==> config.mk <==
export PLATFORM = sky130hd
export DESIGN_NAME = span_shape_decoder_bbox
export DESIGN_NICKNAME = d
export VERILOG_FILES = /design/src/rtl/ssdb_pkg.sv /design/src/rtl/ssdb_front.sv /design/src/rtl/ssdb_queue.sv /design/src/rtl/ssdb_back.sv /design/src/rtl/span_shape_decoder_bbox.sv
export SDC_FILE = /design/constraint.sdc
export NUM_CORES = 1
export LEC_CHECK = 0
export BUFFER_PORTS_ARGS = -buffer_cell sky130_fd_sc_hd__buf_2
export CAP_MARGIN = 20
export CORE_ASPECT_RATIO = 0.7
export CORE_MARGIN = 2
export CORE_UTILIZATION = 65
export DETAILED_ROUTE_END_ITERATION = 10
export HOLD_SLACK_MARGIN = 0.15
export PLACE_DENSITY = 0.83
export SLEW_MARGIN = 5
export SYNTH_ARGS = -nofsm -noshare
export SYNTH_HDL_FRONTEND = slang
export SYNTH_SLANG_ARGS = --single-unit
==> constraint.sdc <==
create_clock -name clk -period 10.62 [get_ports clk]
set_input_delay 2.124 -clock clk [delete_from_list [all_inputs] [get_ports clk]]
set_output_delay 2.124 -clock clk [all_outputs]
set_load 0.01 [all_outputs]
==> src/rtl/ssdb_pkg.sv <==
`default_nettype none
// ----------------------------------------------------------------------------
// ssdb_pkg
// Types and codes shared by the span shape decoder front end, queue and
// back end.
// ----------------------------------------------------------------------------
package ssdb_pkg;

    localparam logic [1:0] KIND_SPAN    = 2'd0;
    localparam logic [1:0] KIND_SUMMARY = 2'd1;
    localparam logic [1:0] KIND_TRUNC   = 2'd2;
    localparam logic [1:0] KIND_UNDER   = 2'd3;

    localparam logic [7:0] END_MARK = 8'hFF;

    localparam int BASE_W = 17;

    typedef struct packed {
        logic [1:0]        kind;
        logic [15:0]       pos_x;
        logic [15:0]       pos_y;
        logic [7:0]        width;
        logic [7:0]        offset;
        logic              pad_nz;
        logic [7:0]        color;
        logic [BASE_W-1:0] base;
    } cmd_t;

endpackage
`default_nettype wire

==> src/rtl/ssdb_front.sv <==
`default_nettype none
// ----------------------------------------------------------------------------
// ssdb_front
// Byte parser: walks the shape layout, keeps the row pointer as a full value
// and as quotient/remainder by the view width, and queues span, summary and
// error commands.
// ----------------------------------------------------------------------------
module ssdb_front
    import ssdb_pkg::*;
#(
    parameter int VIEW_WIDTH = 320
)
(
    input  wire logic        clk,
    input  wire logic        rst_n,
    input  wire logic        cfg_valid,
    input  wire logic [15:0] cfg_data,
    input  wire logic        in_valid,
    input  wire logic [7:0]  data_byte,
    input  wire logic        buffer_end,
    input  wire logic        queue_full,
    output logic             push_valid,
    output cmd_t             push_cmd
);

    localparam int RW      = $clog2(VIEW_WIDTH + 1);
    localparam int LOGW    = $clog2(VIEW_WIDTH);
    localparam int SHIFT   = BASE_W + LOGW;
    localparam int MULT    = ((1 << SHIFT) + VIEW_WIDTH - 1) / VIEW_WIDTH;
    localparam int MW      = 19;
    localparam int PW      = SHIFT + BASE_W;

    localparam logic [MW-1:0]     MULT_C = MW'(MULT);
    localparam logic [RW-1:0]     W_R    = RW'(VIEW_WIDTH);
    localparam logic [BASE_W-1:0] W_B    = BASE_W'(VIEW_WIDTH);

    localparam logic [2:0] PH_COLOR   = 3'd0;
    localparam logic [2:0] PH_BASE_LO = 3'd1;
    localparam logic [2:0] PH_BASE_HI = 3'd2;
    localparam logic [2:0] PH_OFFSET  = 3'd3;
    localparam logic [2:0] PH_WIDTH   = 3'd4;
    localparam logic [2:0] PH_PAD     = 3'd5;

    logic [2:0]        phase_reg, phase_next;
    logic [15:0]       screen_base_reg;
    logic              dec1_reg, dec2_reg;
    logic [7:0]        lo_reg, lo_next;
    logic [7:0]        color_reg, color_next;
    logic [BASE_W-1:0] base_reg, base_next;
    logic [7:0]        off_reg, off_next;
    logic [7:0]        wid_reg, wid_next;
    logic [31:0]       row_full_reg, row_full_next;
    logic [15:0]       row_q_reg, row_q_next;
    logic [RW-1:0]     row_r_reg, row_r_next;
    logic [PW-1:0]     prod_reg;

    logic              accept;
    logic [15:0]       off_q_tab [256];
    logic [RW-1:0]     off_r_tab [256];
    logic [15:0]       off_q;
    logic [RW-1:0]     off_r;
    logic              borrow;
    logic [RW-1:0]     span_x;
    logic [15:0]       span_y;
    logic [32:0]       row_sum;
    logic [BASE_W-1:0] dec_q;
    logic [BASE_W-1:0] dec_qw;
    logic [BASE_W-1:0] dec_r;

    for (genvar i = 0; i < 256; i++)
    begin : g_off_tab
        assign off_q_tab[i] = 16'(i / VIEW_WIDTH);
        assign off_r_tab[i] = RW'(i % VIEW_WIDTH);
    end

    assign accept = in_valid && !queue_full;
    assign off_q  = off_q_tab[off_reg];
    assign off_r  = off_r_tab[off_reg];
    assign borrow = row_r_reg < off_r;
    assign span_x = borrow ? (row_r_reg + W_R - off_r) : (row_r_reg - off_r);
    assign span_y = row_q_reg - off_q - 16'(borrow);
    assign row_sum = {1'b0, row_full_reg} + 33'(VIEW_WIDTH);

    assign dec_q  = prod_reg[PW-1 -: BASE_W];
    assign dec_qw = dec_q * W_B;
    assign dec_r  = base_reg - dec_qw;

    always_comb
    begin
        phase_next    = phase_reg;
        lo_next       = lo_reg;
        color_next    = color_reg;
        base_next     = base_reg;
        off_next      = off_reg;
        wid_next      = wid_reg;
        row_full_next = row_full_reg;
        row_q_next    = row_q_reg;
        row_r_next    = row_r_reg;
        push_valid    = 1'b0;
        push_cmd      = '0;

        if (dec2_reg)
        begin
            row_q_next = dec_q[15:0];
            row_r_next = dec_r[RW-1:0];
        end

        if (accept)
        begin
            case (phase_reg)
                PH_COLOR:
                begin
                    color_next = data_byte;
                    phase_next = PH_BASE_LO;
                end
                PH_BASE_LO:
                begin
                    lo_next    = data_byte;
                    phase_next = PH_BASE_HI;
                end
                PH_BASE_HI:
                begin
                    base_next     = BASE_W'(screen_base_reg) + BASE_W'({data_byte, lo_reg});
                    row_full_next = 32'(base_next);
                    phase_next    = PH_OFFSET;
                end
                PH_OFFSET:
                begin
                    if (data_byte == END_MARK)
                    begin
                        push_valid     = 1'b1;
                        push_cmd.kind  = KIND_SUMMARY;
                        push_cmd.color = color_reg;
                        push_cmd.base  = base_reg;
                        phase_next     = PH_COLOR;
                    end
                    else
                    begin
                        off_next   = data_byte;
                        phase_next = PH_WIDTH;
                    end
                end
                PH_WIDTH:
                begin
                    wid_next   = data_byte;
                    phase_next = PH_PAD;
                end
                PH_PAD:
                begin
                    if (row_full_reg < 32'(off_reg))
                    begin
                        push_valid    = 1'b1;
                        push_cmd.kind = KIND_UNDER;
                        phase_next    = PH_COLOR;
                    end
                    else if (!buffer_end)
                    begin
                        push_valid      = 1'b1;
                        push_cmd.kind   = KIND_SPAN;
                        push_cmd.pos_x  = 16'(span_x);
                        push_cmd.pos_y  = span_y;
                        push_cmd.width  = wid_reg;
                        push_cmd.offset = off_reg;
                        push_cmd.pad_nz = data_byte != 8'd0;
                        row_full_next   = row_sum[31:0];
                        if (row_sum[32])
                        begin
                            row_q_next = 16'd0;
                            row_r_next = row_sum[RW-1:0];
                        end
                        else
                        begin
                            row_q_next = row_q_reg + 16'd1;
                        end
                        phase_next = PH_OFFSET;
                    end
                end
                default:
                begin
                    phase_next = PH_COLOR;
                end
            endcase

            // truncation: end of buffer on anything but the terminator
            if (buffer_end && !push_valid && phase_reg != PH_OFFSET
                && phase_reg <= PH_PAD)
            begin
                push_valid    = 1'b1;
                push_cmd      = '0;
                push_cmd.kind = KIND_TRUNC;
                phase_next    = PH_COLOR;
            end
            else if (buffer_end && phase_reg == PH_OFFSET && data_byte != END_MARK)
            begin
                push_valid    = 1'b1;
                push_cmd      = '0;
                push_cmd.kind = KIND_TRUNC;
                phase_next    = PH_COLOR;
            end
        end
    end

    always_ff @(posedge clk or negedge rst_n)
    begin
        if (!rst_n)
        begin
            phase_reg       <= PH_COLOR;
            screen_base_reg <= 16'd0;
            dec1_reg        <= 1'b0;
            dec2_reg        <= 1'b0;
        end
        else
        begin
            phase_reg <= phase_next;
            dec1_reg  <= accept && (phase_reg == PH_BASE_HI);
            dec2_reg  <= dec1_reg;
            if (cfg_valid)
            begin
                screen_base_reg <= cfg_data;
            end
        end
    end

    always_ff @(posedge clk)
    begin
        lo_reg       <= lo_next;
        color_reg    <= color_next;
        base_reg     <= base_next;
        off_reg      <= off_next;
        wid_reg      <= wid_next;
        row_full_reg <= row_full_next;
        row_q_reg    <= row_q_next;
        row_r_reg    <= row_r_next;
        if (dec1_reg)
        begin
            prod_reg <= PW'(base_reg) * PW'(MULT_C);
        end
    end

endmodule
`default_nettype wire

==> src/rtl/ssdb_queue.sv <==
`default_nettype none
// ----------------------------------------------------------------------------
// ssdb_queue
// Two-entry command queue between the parser and the result stage.
// ----------------------------------------------------------------------------
module ssdb_queue
    import ssdb_pkg::*;
(
    input  wire logic clk,
    input  wire logic rst_n,
    input  wire logic push_valid,
    input  wire cmd_t push_cmd,
    input  wire logic pop,
    output logic      full,
    output logic      head_valid,
    output cmd_t      head_cmd
);

    cmd_t       entry_reg [2];
    logic       wr_ptr_reg, wr_ptr_next;
    logic       rd_ptr_reg, rd_ptr_next;
    logic [1:0] count_reg, count_next;

    assign full       = count_reg == 2'd2;
    assign head_valid = count_reg != 2'd0;
    assign head_cmd   = entry_reg[rd_ptr_reg];

    always_comb
    begin
        wr_ptr_next = push_valid ? ~wr_ptr_reg : wr_ptr_reg;
        rd_ptr_next = pop ? ~rd_ptr_reg : rd_ptr_reg;
        count_next  = count_reg + 2'(push_valid) - 2'(pop);
    end

    always_ff @(posedge clk or negedge rst_n)
    begin
        if (!rst_n)
        begin
            wr_ptr_reg <= 1'b0;
            rd_ptr_reg <= 1'b0;
            count_reg  <= 2'd0;
        end
        else
        begin
            wr_ptr_reg <= wr_ptr_next;
            rd_ptr_reg <= rd_ptr_next;
            count_reg  <= count_next;
        end
    end

    always_ff @(posedge clk)
    begin
        if (push_valid)
        begin
            entry_reg[wr_ptr_reg] <= push_cmd;
        end
    end

endmodule
`default_nettype wire

==> src/rtl/ssdb_back.sv <==
`default_nettype none
// ----------------------------------------------------------------------------
// ssdb_back
// Result stage: updates bounding box and counters per span and drives the
// registered output word.
// ----------------------------------------------------------------------------
module ssdb_back
    import ssdb_pkg::*;
(
    input  wire logic         clk,
    input  wire logic         rst_n,
    input  wire logic         head_valid,
    input  wire cmd_t         head_cmd,
    output logic              pop,
    input  wire logic         out_stall,
    output logic              out_valid,
    output logic [1:0]        kind,
    output logic [15:0]       pos_x,
    output logic [15:0]       pos_y,
    output logic [7:0]        span_width,
    output logic [7:0]        span_offset,
    output logic [15:0]       box_max_x,
    output logic [15:0]       box_max_y,
    output logic              box_valid,
    output logic [7:0]        shape_color,
    output logic [BASE_W-1:0] base_pointer,
    output logic [15:0]       span_total,
    output logic [15:0]       padding_nonzero
);

    logic        out_valid_reg, out_valid_next;
    logic [15:0] span_cnt_reg, span_cnt_next;
    logic [15:0] pad_cnt_reg, pad_cnt_next;
    logic [15:0] min_x_reg, min_x_next;
    logic [15:0] max_x_reg, max_x_next;
    logic [15:0] min_y_reg, min_y_next;
    logic [15:0] max_y_reg, max_y_next;
    logic        seen_reg, seen_next;

    logic [1:0]        kind_reg, kind_next;
    logic [15:0]       pos_x_reg, pos_x_next;
    logic [15:0]       pos_y_reg, pos_y_next;
    logic [7:0]        width_reg, width_next;
    logic [7:0]        offset_reg, offset_next;
    logic [15:0]       bmax_x_reg, bmax_x_next;
    logic [15:0]       bmax_y_reg, bmax_y_next;
    logic              bvalid_reg, bvalid_next;
    logic [7:0]        color_reg, color_next;
    logic [BASE_W-1:0] base_reg, base_next;
    logic [15:0]       total_reg, total_next;
    logic [15:0]       padnz_reg, padnz_next;

    logic [15:0] x1;

    assign pop = head_valid && (!out_valid_reg || !out_stall);
    assign x1  = head_cmd.pos_x + 16'(head_cmd.width) - 16'd1;

    always_comb
    begin
        out_valid_next = out_valid_reg && out_stall;
        span_cnt_next  = span_cnt_reg;
        pad_cnt_next   = pad_cnt_reg;
        min_x_next     = min_x_reg;
        max_x_next     = max_x_reg;
        min_y_next     = min_y_reg;
        max_y_next     = max_y_reg;
        seen_next      = seen_reg;
        kind_next      = head_cmd.kind;
        pos_x_next     = 16'd0;
        pos_y_next     = 16'd0;
        width_next     = 8'd0;
        offset_next    = 8'd0;
        bmax_x_next    = 16'd0;
        bmax_y_next    = 16'd0;
        bvalid_next    = 1'b0;
        color_next     = 8'd0;
        base_next      = '0;
        total_next     = 16'd0;
        padnz_next     = 16'd0;

        if (pop)
        begin
            out_valid_next = 1'b1;
            case (head_cmd.kind)
                KIND_SPAN:
                begin
                    pos_x_next  = head_cmd.pos_x;
                    pos_y_next  = head_cmd.pos_y;
                    width_next  = head_cmd.width;
                    offset_next = head_cmd.offset;
                    if (span_cnt_reg != 16'hFFFF)
                    begin
                        span_cnt_next = span_cnt_reg + 16'd1;
                    end
                    if (head_cmd.pad_nz && pad_cnt_reg != 16'hFFFF)
                    begin
                        pad_cnt_next = pad_cnt_reg + 16'd1;
                    end
                    if (head_cmd.width != 8'd0)
                    begin
                        seen_next = 1'b1;
                        if (!seen_reg)
                        begin
                            min_x_next = head_cmd.pos_x;
                            max_x_next = x1;
                            min_y_next = head_cmd.pos_y;
                            max_y_next = head_cmd.pos_y;
                        end
                        else
                        begin
                            if (head_cmd.pos_x < min_x_reg)
                            begin
                                min_x_next = head_cmd.pos_x;
                            end
                            if (x1 > max_x_reg)
                            begin
                                max_x_next = x1;
                            end
                            if (head_cmd.pos_y < min_y_reg)
                            begin
                                min_y_next = head_cmd.pos_y;
                            end
                            if (head_cmd.pos_y > max_y_reg)
                            begin
                                max_y_next = head_cmd.pos_y;
                            end
                        end
                    end
                end
                KIND_SUMMARY:
                begin
                    pos_x_next    = min_x_reg;
                    pos_y_next    = min_y_reg;
                    bmax_x_next   = max_x_reg;
                    bmax_y_next   = max_y_reg;
                    bvalid_next   = seen_reg;
                    color_next    = head_cmd.color;
                    base_next     = head_cmd.base;
                    total_next    = span_cnt_reg;
                    padnz_next    = pad_cnt_reg;
                    span_cnt_next = 16'd0;
                    pad_cnt_next  = 16'd0;
                    min_x_next    = 16'd0;
                    max_x_next    = 16'd0;
                    min_y_next    = 16'd0;
                    max_y_next    = 16'd0;
                    seen_next     = 1'b0;
                end
                default:
                begin
                    span_cnt_next = 16'd0;
                    pad_cnt_next  = 16'd0;
                    min_x_next    = 16'd0;
                    max_x_next    = 16'd0;
                    min_y_next    = 16'd0;
                    max_y_next    = 16'd0;
                    seen_next     = 1'b0;
                end
            endcase
        end
    end

    always_ff @(posedge clk or negedge rst_n)
    begin
        if (!rst_n)
        begin
            out_valid_reg <= 1'b0;
            span_cnt_reg  <= 16'd0;
            pad_cnt_reg   <= 16'd0;
            min_x_reg     <= 16'd0;
            max_x_reg     <= 16'd0;
            min_y_reg     <= 16'd0;
            max_y_reg     <= 16'd0;
            seen_reg      <= 1'b0;
        end
        else
        begin
            out_valid_reg <= out_valid_next;
            span_cnt_reg  <= span_cnt_next;
            pad_cnt_reg   <= pad_cnt_next;
            min_x_reg     <= min_x_next;
            max_x_reg     <= max_x_next;
            min_y_reg     <= min_y_next;
            max_y_reg     <= max_y_next;
            seen_reg      <= seen_next;
        end
    end

    always_ff @(posedge clk)
    begin
        if (pop)
        begin
            kind_reg   <= kind_next;
            pos_x_reg  <= pos_x_next;
            pos_y_reg  <= pos_y_next;
            width_reg  <= width_next;
            offset_reg <= offset_next;
            bmax_x_reg <= bmax_x_next;
            bmax_y_reg <= bmax_y_next;
            bvalid_reg <= bvalid_next;
            color_reg  <= color_next;
            base_reg   <= base_next;
            total_reg  <= total_next;
            padnz_reg  <= padnz_next;
        end
    end

    assign out_valid       = out_valid_reg;
    assign kind            = kind_reg;
    assign pos_x           = pos_x_reg;
    assign pos_y           = pos_y_reg;
    assign span_width      = width_reg;
    assign span_offset     = offset_reg;
    assign box_max_x       = bmax_x_reg;
    assign box_max_y       = bmax_y_reg;
    assign box_valid       = bvalid_reg;
    assign shape_color     = color_reg;
    assign base_pointer    = base_reg;
    assign span_total      = total_reg;
    assign padding_nonzero = padnz_reg;

endmodule
`default_nettype wire

==> src/rtl/span_shape_decoder_bbox.sv <==
`default_nettype none
// ----------------------------------------------------------------------------
// span_shape_decoder_bbox
// Shape span decoder with bounding box, span and padding statistics.
// Throughput: one byte per cycle; in_stall rises only when the two-entry
// command queue is full, which can happen only after the output has stalled.
// A result word passes from its queue entry register to the registered output
// word; out_stall can hold it in the queue.
// Reset: asynchronous, active low; parser awaits a color byte, counters,
// box and screen_base clear to zero, queue and output empty.
// ----------------------------------------------------------------------------
module span_shape_decoder_bbox
    import ssdb_pkg::*;
#(
    parameter int VIEW_WIDTH = 320
)
(
    input  wire logic         clk,
    input  wire logic         rst_n,
    input  wire logic         cfg_valid,
    output logic              cfg_ready,
    input  wire logic [15:0]  cfg_data,
    input  wire logic         in_valid,
    output logic              in_stall,
    input  wire logic [7:0]   data_byte,
    input  wire logic         buffer_end,
    output logic              out_valid,
    input  wire logic         out_stall,
    output logic [1:0]        kind,
    output logic [15:0]       pos_x,
    output logic [15:0]       pos_y,
    output logic [7:0]        span_width,
    output logic [7:0]        span_offset,
    output logic [15:0]       box_max_x,
    output logic [15:0]       box_max_y,
    output logic              box_valid,
    output logic [7:0]        shape_color,
    output logic [BASE_W-1:0] base_pointer,
    output logic [15:0]       span_total,
    output logic [15:0]       padding_nonzero
);

    logic queue_full;
    logic push_valid;
    cmd_t push_cmd;
    logic pop;
    logic head_valid;
    cmd_t head_cmd;

    assign cfg_ready = 1'b1;
    assign in_stall  = queue_full;

    ssdb_front #(
        .VIEW_WIDTH (VIEW_WIDTH)
    ) u_front (
        .clk        (clk),
        .rst_n      (rst_n),
        .cfg_valid  (cfg_valid),
        .cfg_data   (cfg_data),
        .in_valid   (in_valid),
        .data_byte  (data_byte),
        .buffer_end (buffer_end),
        .queue_full (queue_full),
        .push_valid (push_valid),
        .push_cmd   (push_cmd)
    );

    ssdb_queue u_queue (
        .clk        (clk),
        .rst_n      (rst_n),
        .push_valid (push_valid),
        .push_cmd   (push_cmd),
        .pop        (pop),
        .full       (queue_full),
        .head_valid (head_valid),
        .head_cmd   (head_cmd)
    );

    ssdb_back u_back (
        .clk             (clk),
        .rst_n           (rst_n),
        .head_valid      (head_valid),
        .head_cmd        (head_cmd),
        .pop             (pop),
        .out_stall       (out_stall),
        .out_valid       (out_valid),
        .kind            (kind),
        .pos_x           (pos_x),
        .pos_y           (pos_y),
        .span_width      (span_width),
        .span_offset     (span_offset),
        .box_max_x       (box_max_x),
        .box_max_y       (box_max_y),
        .box_valid       (box_valid),
        .shape_color     (shape_color),
        .base_pointer    (base_pointer),
        .span_total      (span_total),
        .padding_nonzero (padding_nonzero)
    );

endmodule
`default_nettype wire
==> results.py <==
metrics = {
    "critical_path": {
        "worstPathArrival_ps": 6520,
        "crit_type": "flip-flop to flip-flop",
        "critPathCaptureType": "flip-flop",
        "worstPathCellList": "buf_4 > mux2i_1 > ha_1 > inv_1 > ha_1 > inv_1 > fa_1 > nor2b_1 > o21ai_0 > a21boi_0 > o21ai_0 > a21oi_1 > xnor2_1 > ha_1 > nand4_1 > a2111oi_0 > o221a_2 > mux2_2",
        "crit_slowest_cell": "dfrtp_4",
        "critPathMaxFanout": 42,
        "crit_family": "compound AO/OA/AOI/OAI gates",
        "critPathBufInv": 3,
        "cp.required_ps": 11080,
        "cpMostUsedCell": "ha_1",
        "slowest_delay_ps": 870,
        "start_kind": "flip-flop",
    },
    "final_layout": {
        "nets": 2973,
        "fin_util_pct": 72.7,
        "largest_reg_flops": 138,
        "insertedDiodeCount": 0,
        "areaGrowthSynthToFinish_pct": 10.4,
        "drive_above_1_share_pct": 13.3,
    },
    "drt": {
        "vias": 19200,
        "route.detailed.drc": 0,
        "wl_met2_mm": 30.6,
        "via_per_inst": 5.97,
        "wire_per_inst_um": 21.1,
        "highest_layer": "met4",
        "met3_length_mm": 5.19,
        "wl_met1_mm": 30.9,
        "wirelength_mm": 68.1,
        "drt-initial-drc-count": 1840,
        "first_pass_iters": 5,
        "ant_nets": 0,
    },
    "synth": {
        "ys_types": 89,
        "synth_cells": 2430,
        "ys_ff_latch": 502,
        "synth_ff_type": "edfxtp_1",
        "synth_top_family_by_area": "adder cells",
        "synthSimpleGateAreaFrac_pct": 10.2,
        "ys_seq_area_share_pct": 49.6,
        "synth_edf_count": 361,
        "synthXorXnorAreaFrac_pct": 3.20,
        "synth.cell_area_mm2": 0.0287,
        "avgSynthCellArea_um2": 11.8,
        "yosysWarnings": 0,
        "async_flop_share_pct": 23.1,
        "synth-compound-area-share_pct": 7.61,
        "synthMuxAreaShare_pct": 5.76,
        "synth_fa_ha_area_share_pct": 18.0,
    },
    "sta": {
        "setup_viol": 0,
        "fin_crit_sh_pct": 57.1,
        "maxClockFrequency_ghz": 0.165,
        "fin_tns_setup_ps": 0,
        "hold_violations": 0,
        "fin_ws_ps": 4560,
        "clock_skew_ps": 9.50,
        "final.hold.worst_slack_ps": 487,
        "max_slew_margin_pct": 20.8,
        "rsz0062_at_grt": "no",
        "tightest_slew_ps": 1180,
        "period_minus_slack_ps": 6060,
        "report.final.slew_viol_count": 0,
    },
    "status": {
        "status": "completed",
    },
    "grt": {
        "grt_pass1_wl_mm": 106,
        "grt_pass1_vias": 19000,
        "grt_max_degree": 90,
        "grt_remaining_overflow": 0,
        "grt_util_all_layers_pct": 29.6,
        "antenna_found_initial": 0,
    },
    "floorplanning": {
        "die_width_um": 255,
        "start_util_pct": 65.8,
        "dieHeight_um": 180,
        "num_rows": 64,
        "ios": 173,
        "fp.dieArea_mm2": 0.0459,
        "core-area_mm2": 0.0436,
    },
    "pwr": {
        "power.total_mw": 10.2,
        "cellLeakagePower_nw": 13.9,
        "p_per_area_mw_per_mm2": 321,
        "vdd_ir_drop_max_v": 0.000272,
    },
    "clock_tree": {
        "cts_buffer_depth": 3,
        "insertion_delay_ps": 580,
        "cts_setup_buffers": 0,
        "clock-sinks": 502,
        "tritoncts": "done",
        "cts-root-buf": "clkbuf_16",
        "h-tree-depth": 2,
        "ctsHoldBuffers": 0,
        "cts_buffers": 47,
        "ctsResizeCount": 0,
        "clk_pin_slew_ps": 60,
    },
    "placement": {
        "dpl.hpwl_mm": 50.1,
        "place.gp.congestion": 0.941,
        "detailedPlace.worstSlack_ps": 4600,
        "numPortBuffers": 164,
    },
    "min_path": {
        "hold_class": "flip-flop to flip-flop",
    },
    "job": {
        "maxCapViolCount": 0,
    },
}
area by class of cell:
type	count	area (µm²)
flip-flops and latches	502	14200
multi-input cells	1534	13000
fillers	2936	11900
clock buffers	68	1330
inverters	319	1200
repair buffers	183	1000
well taps	594	743
clock inverters	20	256
synthesized netlist by cell type, types with 22 or more instances:
library cell	n	area share (%)
o22ai_1	24	0.52
nand4_1	23	0.50
xor2_1	53	1.6
nor3_1	32	0.56
and2_1	79	1.7
nor4_1	23	0.50
inv_1	319	4.2
ha_1	259	11
a21oi_1	66	1.1
mux2i_1	96	3.3
clkbuf_1	38	0.50
nor2_1	214	2.8
nand2_1	95	1.2
a31oi_1	22	0.48
o21ai_0	56	0.98
a21o_1	30	0.78
dfrtp_1	116	10
edfxtp_1	361	38
dfxtp_1	25	1.7
mux2_2	37	1.4
nand3_1	26	0.45
fa_1	97	6.8
xnor2_1	52	1.6
through the flow:
stage / instances / cell area (µm²)
2_1_floorplan: 2436 / 28800
3_3_place_gp: 3129 / 30100
3_5_place_dp: 3129 / 30100
4_1_cts: 3217 / 31700
5_1_grt: 3220 / 31700
6_report: 3220 / 31700
path summary, 6_finish.rpt:
path                                                      from                              end  slack (ps)  cells after the start
worst max-delay path            u_queue.rd_ptr_reg$_DFFE_PN0P_  u_back.max_x_reg[8]$_DFFE_PN0P_        4560                     18
worst min-delay path            u_front.prod_reg[29]$_DFFE_PP_     u_front.row_q_reg[3]$_DFF_P_         490                      1
worst max register to register  u_queue.rd_ptr_reg$_DFFE_PN0P_  u_back.max_x_reg[8]$_DFFE_PN0P_        4560                     18
worst min register to register  u_front.prod_reg[29]$_DFFE_PP_     u_front.row_q_reg[3]$_DFF_P_         490                      1
max in group asynchronous                                rst_n   u_queue.rd_ptr_reg$_DFFE_PN0P_        7540                      2
min in group asynchronous                                rst_n  u_back.min_y_reg[9]$_DFFE_PN0P_        1620                      1
placed cells by master (no fill, tap or decap), drive strengths merged, types with 22 or more instances in the layout:
cell,n
a31oi,23
and2,79
nor4,24
nand2,97
xnor2,52
mux2i,97
edfxtp,361
fa,97
o21ai,61
a21o,30
buf,183
ha,259
dfrtp,116
or3,22
nand4,23
o22ai,24
nor2,215
dfxtp,25
xor2,53
inv,322
nor3,34
mux2,57
a21oi,68
nand3,27
clkbuf,68
logic make-up (layout without fill, tap and decap cells):
logic type                 Yosys count  count (layout)
DFF                                502             502
AOI/OAI and AO/OA                  318             318
buffers and inverters              400             590
adders and majority gates          356             356
muxes                              154             154
other                                2               8
and+or+nand+nor                    593             593
xor gates and xnor gates           105             105
layer usage:
layer  vias up  global-route usage, %
met5         -                      0
met4         0                   6.66
met3       108                   5.27
met2       788                   45.3
met1      9528                   44.5
li1       8809                      -
where the power goes:
part	switching, mW	internal, mW
clock network	0.755	0.999
logic	3.17	2.19
registers	0.316	2.75
Note: power is estimated with default switching activity, not from simulation.
